### config.mk
export PLATFORM = sky130hd
export DESIGN_NAME = vertical_nav_complementary_filter
export DESIGN_NICKNAME = d
export VERILOG_FILES = /design/src/rtl/vncf_pkg.sv /design/src/rtl/vncf_datapath.sv /design/src/rtl/vncf_ctrl.sv /design/src/rtl/vertical_nav_complementary_filter.sv
export SDC_FILE = /design/constraint.sdc
export NUM_CORES = 2
export LEC_CHECK = 0
export BUFFER_PORTS_ARGS = -buffer_cell sky130_fd_sc_hd__buf_2
export CORE_ASPECT_RATIO = 0.7
export CORE_MARGIN = 2
export CORE_UTILIZATION = 40
export DETAILED_ROUTE_END_ITERATION = 10
export PLACE_DENSITY_LB_ADDON = 0.1
export SKIP_CTS_REPAIR_TIMING = 1
export SYNTH_ARGS = -nofsm -noshare
export SYNTH_HDL_FRONTEND = slang
export SYNTH_HIERARCHICAL = 1
export SYNTH_SLANG_ARGS = --single-unit
export TNS_END_PERCENT = 5
### constraint.sdc
create_clock -name clock -period 10.4 [get_ports clock]
set_clock_uncertainty 0.2 [all_clocks]
set_input_delay 1.04 -clock clock [delete_from_list [all_inputs] [get_ports clock]]
set_output_delay 1.04 -clock clock [all_outputs]
set_load 0.01 [all_outputs]
### src/rtl/vncf_pkg.sv
// Shared widths, register map, reset values and controller-datapath command types.
package vncf_pkg;

   localparam int ROT_W       = 16;
   localparam int BODY_W      = 16;
   localparam int BARO_W      = 32;
   localparam int OUT_W       = 32;
   localparam int CSR_INDEX_W = 2;
   localparam int CSR_DATA_W  = 21;
   localparam int GRAV_W      = 21;
   localparam int DT_W        = 17;
   localparam int WEIGHT_W    = 17;
   localparam int SETTLE_W    = 16;

   localparam int MUL_A_W     = 34;
   localparam int MUL_B_W     = 22;
   localparam int PROD_W      = MUL_A_W + MUL_B_W;
   localparam int ACC_W       = 58;
   localparam int R8_W        = 41;
   localparam int R8_SPLIT    = 17;
   localparam int REL_W       = BARO_W + 1;
   localparam int ACCEL_FRAC  = 25;

   localparam logic [CSR_INDEX_W-1:0] REG_GRAVITY_SCALE  = 2'd0;
   localparam logic [CSR_INDEX_W-1:0] REG_TIME_STEP      = 2'd1;
   localparam logic [CSR_INDEX_W-1:0] REG_BARO_WEIGHT    = 2'd2;
   localparam logic [CSR_INDEX_W-1:0] REG_SETTLE_SAMPLES = 2'd3;

   localparam logic [GRAV_W-1:0]   GRAVITY_SCALE_RESET  = 21'd642689;
   localparam logic [DT_W-1:0]     TIME_STEP_RESET      = 17'd328;
   localparam logic [WEIGHT_W-1:0] BARO_WEIGHT_RESET    = 17'd1311;
   localparam logic [SETTLE_W-1:0] SETTLE_SAMPLES_RESET = 16'd2000;

   localparam logic [WEIGHT_W-1:0] W_ONE = 17'd65536;

   typedef enum logic [3:0] {
      MUL_NONE,
      MUL_ROT_X,
      MUL_ROT_Y,
      MUL_ROT_Z,
      MUL_ACCG_G,
      MUL_NEGC_G,
      MUL_ACCEL_DT,
      MUL_VEL_ONE,
      MUL_R8LO_DT,
      MUL_R8HI_DT,
      MUL_POS_ONE,
      MUL_VEL_DT,
      MUL_P1_WINV,
      MUL_REL_W,
      MUL_V1_WINV,
      MUL_CLIMB_W
   } mul_sel_type;

   typedef enum logic [2:0] {
      ACC_HOLD,
      ACC_LOAD,
      ACC_ADD,
      ACC_ADD_SH,
      ACC_RND
   } acc_op_type;

   typedef enum logic [1:0] {
      RND_8,
      RND_9,
      RND_16,
      RND_25
   } rnd_sel_type;

   typedef enum logic [2:0] {
      CAP_NONE,
      CAP_ACCEL,
      CAP_R8,
      CAP_V1,
      CAP_P1,
      CAP_POS,
      CAP_VEL
   } cap_type;

   typedef struct packed {
      logic        load_in;
      mul_sel_type mul_sel;
      acc_op_type  acc_op;
      rnd_sel_type rnd_sel;
      cap_type     cap;
      logic        finish;
   } cmd_type;

   typedef struct packed {
      logic settling;
   } status_type;

endpackage

### src/rtl/vncf_datapath.sv
// Datapath: configuration registers, filter state, shared multiplier, accumulator and rounding.
module vncf_datapath (
   input  logic                                   clock,
   input  logic                                   reset,
   input  vncf_pkg::cmd_type                      cmd,
   output vncf_pkg::status_type                   status,
   input  logic signed [vncf_pkg::ROT_W-1:0]      req_rot_zx,
   input  logic signed [vncf_pkg::ROT_W-1:0]      req_rot_zy,
   input  logic signed [vncf_pkg::ROT_W-1:0]      req_rot_zz,
   input  logic signed [vncf_pkg::BODY_W-1:0]     req_accel_body_x,
   input  logic signed [vncf_pkg::BODY_W-1:0]     req_accel_body_y,
   input  logic signed [vncf_pkg::BODY_W-1:0]     req_accel_body_z,
   input  logic signed [vncf_pkg::BARO_W-1:0]     req_baro_height,
   input  logic signed [vncf_pkg::BARO_W-1:0]     req_baro_climb_rate,
   input  logic                                   csr_write,
   input  logic [vncf_pkg::CSR_INDEX_W-1:0]       csr_index,
   input  logic [vncf_pkg::CSR_DATA_W-1:0]        csr_data,
   output logic signed [vncf_pkg::OUT_W-1:0]      rsp_earth_accel_z,
   output logic signed [vncf_pkg::OUT_W-1:0]      rsp_vertical_velocity,
   output logic signed [vncf_pkg::OUT_W-1:0]      rsp_vertical_position,
   output logic                                   rsp_settled
);
   import vncf_pkg::*;

   localparam logic signed [MUL_A_W-1:0] GRAV_OFFSET = -(MUL_A_W'(1) <<< ACCEL_FRAC);
   localparam logic signed [MUL_B_W-1:0] UNITY       = $signed(MUL_B_W'(W_ONE));

   logic [GRAV_W-1:0]            gravity_scale_ff;
   logic [DT_W-1:0]              time_step_ff;
   logic [WEIGHT_W-1:0]          baro_weight_ff;
   logic [SETTLE_W-1:0]          settle_samples_ff;
   logic [WEIGHT_W-1:0]          w_ff;
   logic [WEIGHT_W-1:0]          winv_ff;
   logic [WEIGHT_W-1:0]          w_in;

   logic [SETTLE_W-1:0]          settle_cnt_ff;
   logic signed [BARO_W-1:0]     ref_ff;
   logic signed [OUT_W-1:0]      vel_ff;
   logic signed [OUT_W-1:0]      pos_ff;

   logic signed [ROT_W-1:0]      rot_x_ff, rot_y_ff, rot_z_ff;
   logic signed [BODY_W-1:0]     body_x_ff, body_y_ff, body_z_ff;
   logic signed [BARO_W-1:0]     height_ff, climb_ff;
   logic signed [REL_W-1:0]      rel_ff;

   logic signed [MUL_A_W-1:0]    mul_a;
   logic signed [MUL_B_W-1:0]    mul_b;
   logic signed [PROD_W-1:0]     prod_ff;
   logic signed [ACC_W-1:0]      acc_ff;
   logic signed [ACC_W-1:0]      acc_in;
   logic [5:0]                   rnd_n;
   logic signed [ACC_W-1:0]      rnd_sum;
   logic signed [ACC_W-1:0]      rnd_val;
   logic signed [OUT_W-1:0]      rnd_sat;

   logic signed [OUT_W-1:0]      accel_ff;
   logic signed [R8_W-1:0]       r8_ff;
   logic signed [OUT_W-1:0]      v1_ff;
   logic signed [OUT_W-1:0]      p1_ff;
   logic                         settled_ff;

   function automatic logic signed [OUT_W-1:0] sat32(input logic signed [ACC_W-1:0] v);
      logic [ACC_W-OUT_W:0] upper;
      upper = v[ACC_W-1:OUT_W-1];
      if ((&upper) || !(|upper)) begin
         return v[OUT_W-1:0];
      end else if (v[ACC_W-1]) begin
         return {1'b1, {(OUT_W-1){1'b0}}};
      end else begin
         return {1'b0, {(OUT_W-1){1'b1}}};
      end
   endfunction

   assign status.settling = settle_cnt_ff < settle_samples_ff;
   assign w_in = (baro_weight_ff > W_ONE) ? W_ONE : baro_weight_ff;

   always_ff @(posedge clock) begin
      if (reset) begin
         gravity_scale_ff  <= GRAVITY_SCALE_RESET;
         time_step_ff      <= TIME_STEP_RESET;
         baro_weight_ff    <= BARO_WEIGHT_RESET;
         settle_samples_ff <= SETTLE_SAMPLES_RESET;
      end else if (csr_write) begin
         case (csr_index)
            REG_GRAVITY_SCALE:  gravity_scale_ff  <= csr_data[GRAV_W-1:0];
            REG_TIME_STEP:      time_step_ff      <= csr_data[DT_W-1:0];
            REG_BARO_WEIGHT:    baro_weight_ff    <= csr_data[WEIGHT_W-1:0];
            REG_SETTLE_SAMPLES: settle_samples_ff <= csr_data[SETTLE_W-1:0];
            default: ;
         endcase
      end
   end

   always_ff @(posedge clock) begin
      w_ff    <= w_in;
      winv_ff <= W_ONE - w_in;
      rel_ff  <= REL_W'(height_ff) - REL_W'(ref_ff);
      if (cmd.load_in) begin
         rot_x_ff  <= req_rot_zx;
         rot_y_ff  <= req_rot_zy;
         rot_z_ff  <= req_rot_zz;
         body_x_ff <= req_accel_body_x;
         body_y_ff <= req_accel_body_y;
         body_z_ff <= req_accel_body_z;
         height_ff <= req_baro_height;
         climb_ff  <= req_baro_climb_rate;
      end
   end

   always_comb begin
      mul_a = '0;
      mul_b = '0;
      case (cmd.mul_sel)
         MUL_ROT_X: begin
            mul_a = MUL_A_W'(rot_x_ff);
            mul_b = MUL_B_W'(body_x_ff);
         end
         MUL_ROT_Y: begin
            mul_a = MUL_A_W'(rot_y_ff);
            mul_b = MUL_B_W'(body_y_ff);
         end
         MUL_ROT_Z: begin
            mul_a = MUL_A_W'(rot_z_ff);
            mul_b = MUL_B_W'(body_z_ff);
         end
         MUL_ACCG_G: begin
            mul_a = acc_ff[MUL_A_W-1:0];
            mul_b = $signed(MUL_B_W'(gravity_scale_ff));
         end
         MUL_NEGC_G: begin
            mul_a = GRAV_OFFSET;
            mul_b = $signed(MUL_B_W'(gravity_scale_ff));
         end
         MUL_ACCEL_DT: begin
            mul_a = MUL_A_W'(accel_ff);
            mul_b = $signed(MUL_B_W'(time_step_ff));
         end
         MUL_VEL_ONE: begin
            mul_a = MUL_A_W'(vel_ff);
            mul_b = UNITY;
         end
         MUL_R8LO_DT: begin
            mul_a = $signed(MUL_A_W'(r8_ff[R8_SPLIT-1:0]));
            mul_b = $signed(MUL_B_W'(time_step_ff));
         end
         MUL_R8HI_DT: begin
            mul_a = MUL_A_W'($signed(r8_ff[R8_W-1:R8_SPLIT]));
            mul_b = $signed(MUL_B_W'(time_step_ff));
         end
         MUL_POS_ONE: begin
            mul_a = MUL_A_W'(pos_ff);
            mul_b = UNITY;
         end
         MUL_VEL_DT: begin
            mul_a = MUL_A_W'(vel_ff);
            mul_b = $signed(MUL_B_W'(time_step_ff));
         end
         MUL_P1_WINV: begin
            mul_a = MUL_A_W'(p1_ff);
            mul_b = $signed(MUL_B_W'(winv_ff));
         end
         MUL_REL_W: begin
            mul_a = MUL_A_W'(rel_ff);
            mul_b = $signed(MUL_B_W'(w_ff));
         end
         MUL_V1_WINV: begin
            mul_a = MUL_A_W'(v1_ff);
            mul_b = $signed(MUL_B_W'(winv_ff));
         end
         MUL_CLIMB_W: begin
            mul_a = MUL_A_W'(climb_ff);
            mul_b = $signed(MUL_B_W'(w_ff));
         end
         default: ;
      endcase
   end

   always_comb begin
      case (cmd.rnd_sel)
         RND_8:   rnd_n = 6'd8;
         RND_9:   rnd_n = 6'd9;
         RND_16:  rnd_n = 6'd16;
         RND_25:  rnd_n = 6'd25;
         default: rnd_n = 6'd16;
      endcase
      rnd_sum = acc_ff + (ACC_W'(1) <<< (rnd_n - 6'd1));
      rnd_val = rnd_sum >>> rnd_n;
      rnd_sat = sat32(rnd_val);
   end

   always_comb begin
      case (cmd.acc_op)
         ACC_LOAD:   acc_in = ACC_W'(prod_ff);
         ACC_ADD:    acc_in = acc_ff + ACC_W'(prod_ff);
         ACC_ADD_SH: acc_in = acc_ff + (ACC_W'(prod_ff) <<< R8_SPLIT);
         ACC_RND:    acc_in = rnd_val;
         default:    acc_in = acc_ff;
      endcase
   end

   always_ff @(posedge clock) begin
      if (cmd.mul_sel != MUL_NONE) begin
         prod_ff <= mul_a * mul_b;
      end
      acc_ff <= acc_in;
      case (cmd.cap)
         CAP_ACCEL: begin
            accel_ff   <= rnd_sat;
            settled_ff <= !status.settling;
         end
         CAP_R8:  r8_ff <= rnd_val[R8_W-1:0];
         CAP_V1:  v1_ff <= rnd_sat;
         CAP_P1:  p1_ff <= rnd_sat;
         default: ;
      endcase
      if (cmd.finish) begin
         rsp_earth_accel_z     <= accel_ff;
         rsp_vertical_velocity <= vel_ff;
         rsp_vertical_position <= pos_ff;
         rsp_settled           <= settled_ff;
      end
   end

   always_ff @(posedge clock) begin
      if (reset) begin
         settle_cnt_ff <= '0;
         ref_ff        <= '0;
         vel_ff        <= '0;
         pos_ff        <= '0;
      end else begin
         if (cmd.cap == CAP_POS) begin
            pos_ff <= rnd_sat;
         end
         if (cmd.cap == CAP_VEL) begin
            vel_ff <= rnd_sat;
         end
         if (cmd.finish && !settled_ff) begin
            settle_cnt_ff <= settle_cnt_ff + SETTLE_W'(1);
            ref_ff        <= height_ff;
         end
      end
   end

endmodule

### src/rtl/vncf_ctrl.sv
// Controller: sequences the shared multiplier and accumulator over one sample and owns the handshakes.
module vncf_ctrl (
   input  logic                 clock,
   input  logic                 reset,
   input  logic                 req_valid,
   output logic                 req_ready,
   output logic                 rsp_valid,
   input  logic                 rsp_ready,
   input  vncf_pkg::status_type status,
   output vncf_pkg::cmd_type    cmd
);
   import vncf_pkg::*;

   typedef enum logic [4:0] {
      ST_IDLE,
      ST_M0, ST_M1, ST_M2, ST_M3, ST_M4, ST_M5, ST_M6, ST_M7,
      ST_I0, ST_I1, ST_I2, ST_I3, ST_I4, ST_I5, ST_I6, ST_I7,
      ST_I8, ST_I9, ST_I10, ST_I11, ST_I12, ST_I13, ST_I14, ST_I15,
      ST_FIN
   } state_type;

   state_type state_ff;
   logic      rsp_valid_ff;
   logic      out_free;

   assign req_ready = (state_ff == ST_IDLE);
   assign rsp_valid = rsp_valid_ff;
   assign out_free  = !rsp_valid_ff || rsp_ready;

   always_comb begin
      cmd         = '0;
      cmd.mul_sel = MUL_NONE;
      cmd.acc_op  = ACC_HOLD;
      cmd.rnd_sel = RND_16;
      cmd.cap     = CAP_NONE;
      case (state_ff)
         ST_IDLE: cmd.load_in = req_valid;
         ST_M0:   cmd.mul_sel = MUL_ROT_X;
         ST_M1: begin
            cmd.mul_sel = MUL_ROT_Y;
            cmd.acc_op  = ACC_LOAD;
         end
         ST_M2: begin
            cmd.mul_sel = MUL_ROT_Z;
            cmd.acc_op  = ACC_ADD;
         end
         ST_M3:   cmd.acc_op  = ACC_ADD;
         ST_M4:   cmd.mul_sel = MUL_ACCG_G;
         ST_M5: begin
            cmd.mul_sel = MUL_NEGC_G;
            cmd.acc_op  = ACC_LOAD;
         end
         ST_M6:   cmd.acc_op  = ACC_ADD;
         ST_M7: begin
            cmd.rnd_sel = RND_25;
            cmd.cap     = CAP_ACCEL;
         end
         ST_I0:   cmd.mul_sel = MUL_ACCEL_DT;
         ST_I1: begin
            cmd.mul_sel = MUL_VEL_ONE;
            cmd.acc_op  = ACC_LOAD;
         end
         ST_I2: begin
            cmd.rnd_sel = RND_8;
            cmd.cap     = CAP_R8;
            cmd.acc_op  = ACC_ADD;
         end
         ST_I3: begin
            cmd.cap     = CAP_V1;
            cmd.mul_sel = MUL_R8LO_DT;
         end
         ST_I4: begin
            cmd.mul_sel = MUL_R8HI_DT;
            cmd.acc_op  = ACC_LOAD;
         end
         ST_I5: begin
            cmd.mul_sel = MUL_POS_ONE;
            cmd.acc_op  = ACC_ADD_SH;
         end
         ST_I6: begin
            cmd.rnd_sel = RND_9;
            cmd.acc_op  = ACC_RND;
         end
         ST_I7: begin
            cmd.mul_sel = MUL_VEL_DT;
            cmd.acc_op  = ACC_ADD;
         end
         ST_I8:   cmd.acc_op  = ACC_ADD;
         ST_I9:   cmd.cap     = CAP_P1;
         ST_I10:  cmd.mul_sel = MUL_P1_WINV;
         ST_I11: begin
            cmd.mul_sel = MUL_REL_W;
            cmd.acc_op  = ACC_LOAD;
         end
         ST_I12: begin
            cmd.mul_sel = MUL_V1_WINV;
            cmd.acc_op  = ACC_ADD;
         end
         ST_I13: begin
            cmd.cap     = CAP_POS;
            cmd.mul_sel = MUL_CLIMB_W;
            cmd.acc_op  = ACC_LOAD;
         end
         ST_I14:  cmd.acc_op  = ACC_ADD;
         ST_I15:  cmd.cap     = CAP_VEL;
         ST_FIN:  cmd.finish  = out_free;
         default: ;
      endcase
   end

   always_ff @(posedge clock) begin
      if (reset) begin
         state_ff     <= ST_IDLE;
         rsp_valid_ff <= 1'b0;
      end else begin
         if (cmd.finish) begin
            rsp_valid_ff <= 1'b1;
         end else if (rsp_ready) begin
            rsp_valid_ff <= 1'b0;
         end
         case (state_ff)
            ST_IDLE: if (req_valid) state_ff <= ST_M0;
            ST_M0:   state_ff <= ST_M1;
            ST_M1:   state_ff <= ST_M2;
            ST_M2:   state_ff <= ST_M3;
            ST_M3:   state_ff <= ST_M4;
            ST_M4:   state_ff <= ST_M5;
            ST_M5:   state_ff <= ST_M6;
            ST_M6:   state_ff <= ST_M7;
            ST_M7:   state_ff <= status.settling ? ST_FIN : ST_I0;
            ST_I0:   state_ff <= ST_I1;
            ST_I1:   state_ff <= ST_I2;
            ST_I2:   state_ff <= ST_I3;
            ST_I3:   state_ff <= ST_I4;
            ST_I4:   state_ff <= ST_I5;
            ST_I5:   state_ff <= ST_I6;
            ST_I6:   state_ff <= ST_I7;
            ST_I7:   state_ff <= ST_I8;
            ST_I8:   state_ff <= ST_I9;
            ST_I9:   state_ff <= ST_I10;
            ST_I10:  state_ff <= ST_I11;
            ST_I11:  state_ff <= ST_I12;
            ST_I12:  state_ff <= ST_I13;
            ST_I13:  state_ff <= ST_I14;
            ST_I14:  state_ff <= ST_I15;
            ST_I15:  state_ff <= ST_FIN;
            ST_FIN:  if (out_free) state_ff <= ST_IDLE;
            default: state_ff <= ST_IDLE;
         endcase
      end
   end

endmodule

### src/rtl/vertical_nav_complementary_filter.sv
// Top level of the vertical navigation complementary filter.
// One input transaction is taken at a time; its result is ready after the measurement steps
// (and the integration steps once settled), and the next input transaction is taken only
// once the controller is back in idle, because every product runs through a single shared
// 34 x 22 bit multiplier feeding one accumulator, one product per cycle. The result sits
// in an output register, so the next input transaction is taken while the previous result
// still waits; a sample that finishes before that result is taken waits in its last step.
// Configuration writes are always accepted; to take effect for the next sample they must
// come between samples (not enforced by the block); no clearing pass is needed after reset.
module vertical_nav_complementary_filter (
   input  logic                                clock,
   input  logic                                reset,
   input  logic                                req_valid,
   output logic                                req_ready,
   input  logic signed [vncf_pkg::ROT_W-1:0]   req_rot_zx,
   input  logic signed [vncf_pkg::ROT_W-1:0]   req_rot_zy,
   input  logic signed [vncf_pkg::ROT_W-1:0]   req_rot_zz,
   input  logic signed [vncf_pkg::BODY_W-1:0]  req_accel_body_x,
   input  logic signed [vncf_pkg::BODY_W-1:0]  req_accel_body_y,
   input  logic signed [vncf_pkg::BODY_W-1:0]  req_accel_body_z,
   input  logic signed [vncf_pkg::BARO_W-1:0]  req_baro_height,
   input  logic signed [vncf_pkg::BARO_W-1:0]  req_baro_climb_rate,
   output logic                                rsp_valid,
   input  logic                                rsp_ready,
   output logic signed [vncf_pkg::OUT_W-1:0]   rsp_earth_accel_z,
   output logic signed [vncf_pkg::OUT_W-1:0]   rsp_vertical_velocity,
   output logic signed [vncf_pkg::OUT_W-1:0]   rsp_vertical_position,
   output logic                                rsp_settled,
   input  logic                                csr_valid,
   output logic                                csr_ready,
   input  logic [vncf_pkg::CSR_INDEX_W-1:0]    csr_index,
   input  logic [vncf_pkg::CSR_DATA_W-1:0]     csr_data
);
   import vncf_pkg::*;

   cmd_type    cmd;
   status_type status;

   assign csr_ready = 1'b1;

   vncf_ctrl u_ctrl (
      .clock     (clock),
      .reset     (reset),
      .req_valid (req_valid),
      .req_ready (req_ready),
      .rsp_valid (rsp_valid),
      .rsp_ready (rsp_ready),
      .status    (status),
      .cmd       (cmd)
   );

   vncf_datapath u_datapath (
      .clock                 (clock),
      .reset                 (reset),
      .cmd                   (cmd),
      .status                (status),
      .req_rot_zx            (req_rot_zx),
      .req_rot_zy            (req_rot_zy),
      .req_rot_zz            (req_rot_zz),
      .req_accel_body_x      (req_accel_body_x),
      .req_accel_body_y      (req_accel_body_y),
      .req_accel_body_z      (req_accel_body_z),
      .req_baro_height       (req_baro_height),
      .req_baro_climb_rate   (req_baro_climb_rate),
      .csr_write             (csr_valid && csr_ready),
      .csr_index             (csr_index),
      .csr_data              (csr_data),
      .rsp_earth_accel_z     (rsp_earth_accel_z),
      .rsp_vertical_velocity (rsp_vertical_velocity),
      .rsp_vertical_position (rsp_vertical_position),
      .rsp_settled           (rsp_settled)
   );

endmodule

==> flow_summary.yaml <==
logic_synthesis:
  synth_mux_area_share_pct: 0.887
  synthCells: 6560
  synth_compound_area_share_pct: 12.9
  synth_top_family_by_area: "adder cells"
  synth_area_leaders: "edfxtp_1 (24%), fa_1 (23%), dfxtp_1 (8.0%), ha_1 (6.3%), nand2_1 (5.6%)"
  syn_area_per_cell_um2: 9.74
  synth_edf_count: 509
  synth-simple-area-share_pct: 13.8
  ys_ff_latch: 764
  ys_warn_count: 6
  netlist.area_leader.share_pct: 23.9
  synthAdderAreaFrac_pct: 29.6
  yosysSeqAreaShare_pct: 31.9
  synthFlopType: "edfxtp_1"
  synth_xor_area_share_pct: 3.51
  ys_async_sr_fraction_pct: 0
  yosys.area.top_type: "edfxtp_1"
  syn_area_um2: 63900
  post_synth_num_cell_types: 96
floorplan:
  std_cell_rows: 122
  coreArea_um2: 158000
  start_util_pct: 40.4
  chipHeight_um: 338
  io_pins: 288
  die_area_um2: 163000
  die_w_um: 482
setup_path:
  cp_data_arrival_time_ps: 10560
  crit_required_ps: 10640
  cp_max_fo: 9
  worstSetupStartpointType: "register"
  max_stage_delay_ps: 600
  worstSetupPathType: "register to register"
  cp-end-kind: "register"
  crit_slowest_cell: "fa_1"
clocking:
  clock_latency_ps: 710
  root_buffer: "clkbuf_16"
  numCtsBuffers: 83
  tritoncts: "built"
  clkTransAtPathRegs_ps: 60
  h-tree-depth: 3
  cts.sink_count: 764
  cts_buffer_depth: 3
job:
  cap_violations: 0
layout:
  fill_cells: 15100
  layout-drive-gt1-share_pct: 17.2
  areaGrowthSynthToFinish_pct: 18.9
  nets: 8502
  instances_no_fill: 9435
  layout_commonest_cell: "nand2_1"
  layout_common_cells: "nand2_1 (946), inv_1 (931), fa_1 (739), buf_4 (537), edfxtp_1 (509)"
timing:
  relSlewSlack_pct: 9.47
  max_freq_mhz: 96.9
  grt_setup_unrepaired: "true"
  tightest_slew_ps: 1350
  drv_slew: 0
  fin_crit_sh_pct: 99.2
  final.min_clock_period_ps: 10320
  finalSetupViolations: 0
  finalHoldViolations: 0
  setup_tns_ps: 0
detailed_routing:
  wl_mm: 262
  num_vias: 53100
  drtAntennaViolNets: 0
  vias_per_cell: 5.63
  wl_per_cell_um: 27.8
  drtPass1Iterations: 8
  drt_iter0_drc: 6397
  drc_errors: 0
global_route:
  grt_pass1_vias: 51100
  grt_remaining_overflow: 0
  grtUsageTotal_pct: 31.8
  grt_max_degree: 106
  antenna_found_initial: 19
  grt_pass1_wl_mm: 373
pwr:
  power.density_nw_per_um2: 214
  p_leak_nw: 33.6
  ir_worst_vdd_v: 0.000151
placement:
  io_buffer_count: 286
  dp_cells: 9249
  dpl.hpwl_mm: 217
  globalplace.congestion: 1.01
worst_hold_path:
  hold_class: "register to register"
outcome:
  status: "complete, no violations"
==> path summary, 6_finish.rpt <==
check	from	end	slack [ps]	depth (start not counted)
min reg2reg	u_datapath/ref_ff[16]$_SDFFE_PP0P_	u_datapath/ref_ff[16]$_SDFFE_PP0P_	250	2
min	u_datapath/ref_ff[16]$_SDFFE_PP0P_	u_datapath/ref_ff[16]$_SDFFE_PP0P_	250	2
max	u_ctrl/state_ff[0]$_SDFFE_PP0P_	u_datapath/prod_ff[55]$_DFFE_PP_	80	43
max reg2reg	u_ctrl/state_ff[0]$_SDFFE_PP0P_	u_datapath/prod_ff[55]$_DFFE_PP_	80	43
==> layout make-up <==
| class | instances | area (um2) | area share (%) |
|---|---|---|---|
| antenna | 8 | 20.0 | 0.0264 |
| tap | 2108 | 2640 | 3.47 |
| inverter | 934 | 3510 | 4.62 |
| timing repair buffer | 898 | 6900 | 9.08 |
| multi-input combinational | 4568 | 39700 | 52.3 |
| clock inverter | 42 | 502 | 0.661 |
| sequential | 764 | 20400 | 26.9 |
| clock buffer | 113 | 2280 | 3.00 |
==> critical path: cells and delay by family, from the launching register on <==
family,cells,cell delay (ps)
adder cells (fa/ha/maj),8,3860
buffers and inverters,15,2080
AO/OA/AOI/OAI,12,2080
AND/OR/NAND/NOR,7,1360
flip-flops,1,340
XOR/XNOR,1,90
==> state kept, by name (all words and copies together) (netlist names), 21 cells and up <==
name,count
u_datapath/r8_ff,41
u_datapath/p1_ff,32
u_datapath/accel_ff,32
u_datapath/rsp_vertical_position,32
u_datapath/pos_ff,32
u_datapath/ref_ff,32
u_datapath/rel_ff,33
u_datapath/rsp_earth_accel_z,32
u_datapath/gravity_scale_ff,21
u_datapath/acc_ff,58
u_datapath/v1_ff,32
u_datapath/height_ff,32
u_datapath/climb_ff,32
u_datapath/prod_ff,56
u_datapath/rsp_vertical_velocity,32
u_datapath/vel_ff,32
==> power by group <==
group          switching [mW]  internal [mW]  leakage (nW)
combinational            5.23           3.64          25.4
sequential              0.542           3.71          6.85
clock                    1.37           1.73          1.34
total                    7.14           9.09          33.6
==> logic make-up after synthesis <==
logic type	count (synthesis)
AOI/OAI and AO/OA	1217
xor gates and xnor gates	256
adders and majority gates	1065
buffers and inverters	1238
DFF	764
muxes	40
other	2
and+or+nand+nor	1978
==> per-layer routing <==
metal  routed length (um)  vias up  part of all wire (%)  global-route usage [%]
met5                   83        -                 0.032                       0
met2               104000     2696                    39                    42.9
met1               120000    26700                    46                    48.9
met3                29600      296                    11                    8.94
li1                     -    23300                     -                       -
met4                 8480       12                   3.2                    8.60
==> cell usage after synthesis (35+ instances only) <==
| library cell | count |
|---|---|
| a311oi_1 | 49 |
| clkbuf_1 | 258 |
| dfxtp_1 | 255 |
| nor2b_1 | 57 |
| o21ai_0 | 174 |
| nand3_1 | 93 |
| nor3_1 | 66 |
| a31oi_1 | 35 |
| inv_1 | 931 |
| nand3b_1 | 43 |
| xnor2_1 | 155 |
| nand2b_1 | 57 |
| fa_1 | 745 |
| a22oi_1 | 161 |
| a21oi_1 | 341 |
| and2_1 | 52 |
| a21o_1 | 107 |
| nor2_1 | 481 |
| edfxtp_1 | 509 |
| nand4_1 | 48 |
| ha_1 | 320 |
| xor2_1 | 101 |
| nand2_1 | 949 |
==> stage by stage <==
| step | area [um2] | worst slack (ps) | hold slack (ps) | util (%) | total power [mW] |
|---|---|---|---|---|---|
| finish | 75900 | 80.1 | 254 | 48.0 | 16.2 |
| global route | 75900 | -124 | 266 | 48.0 | 17.2 |
| CTS | 75100 | -554 | 249 | 47.5 | 15.9 |
| detailed placement | 72300 | -470 | 246 | 45.7 | 12.8 |
| global placement | 72300 | -406 | 242 | 45.7 | 12.8 |
| floorplan | 63900 | 68.7 | 226 | - | 9.02 |
Note: power is estimated with default switching activity, not from simulation.
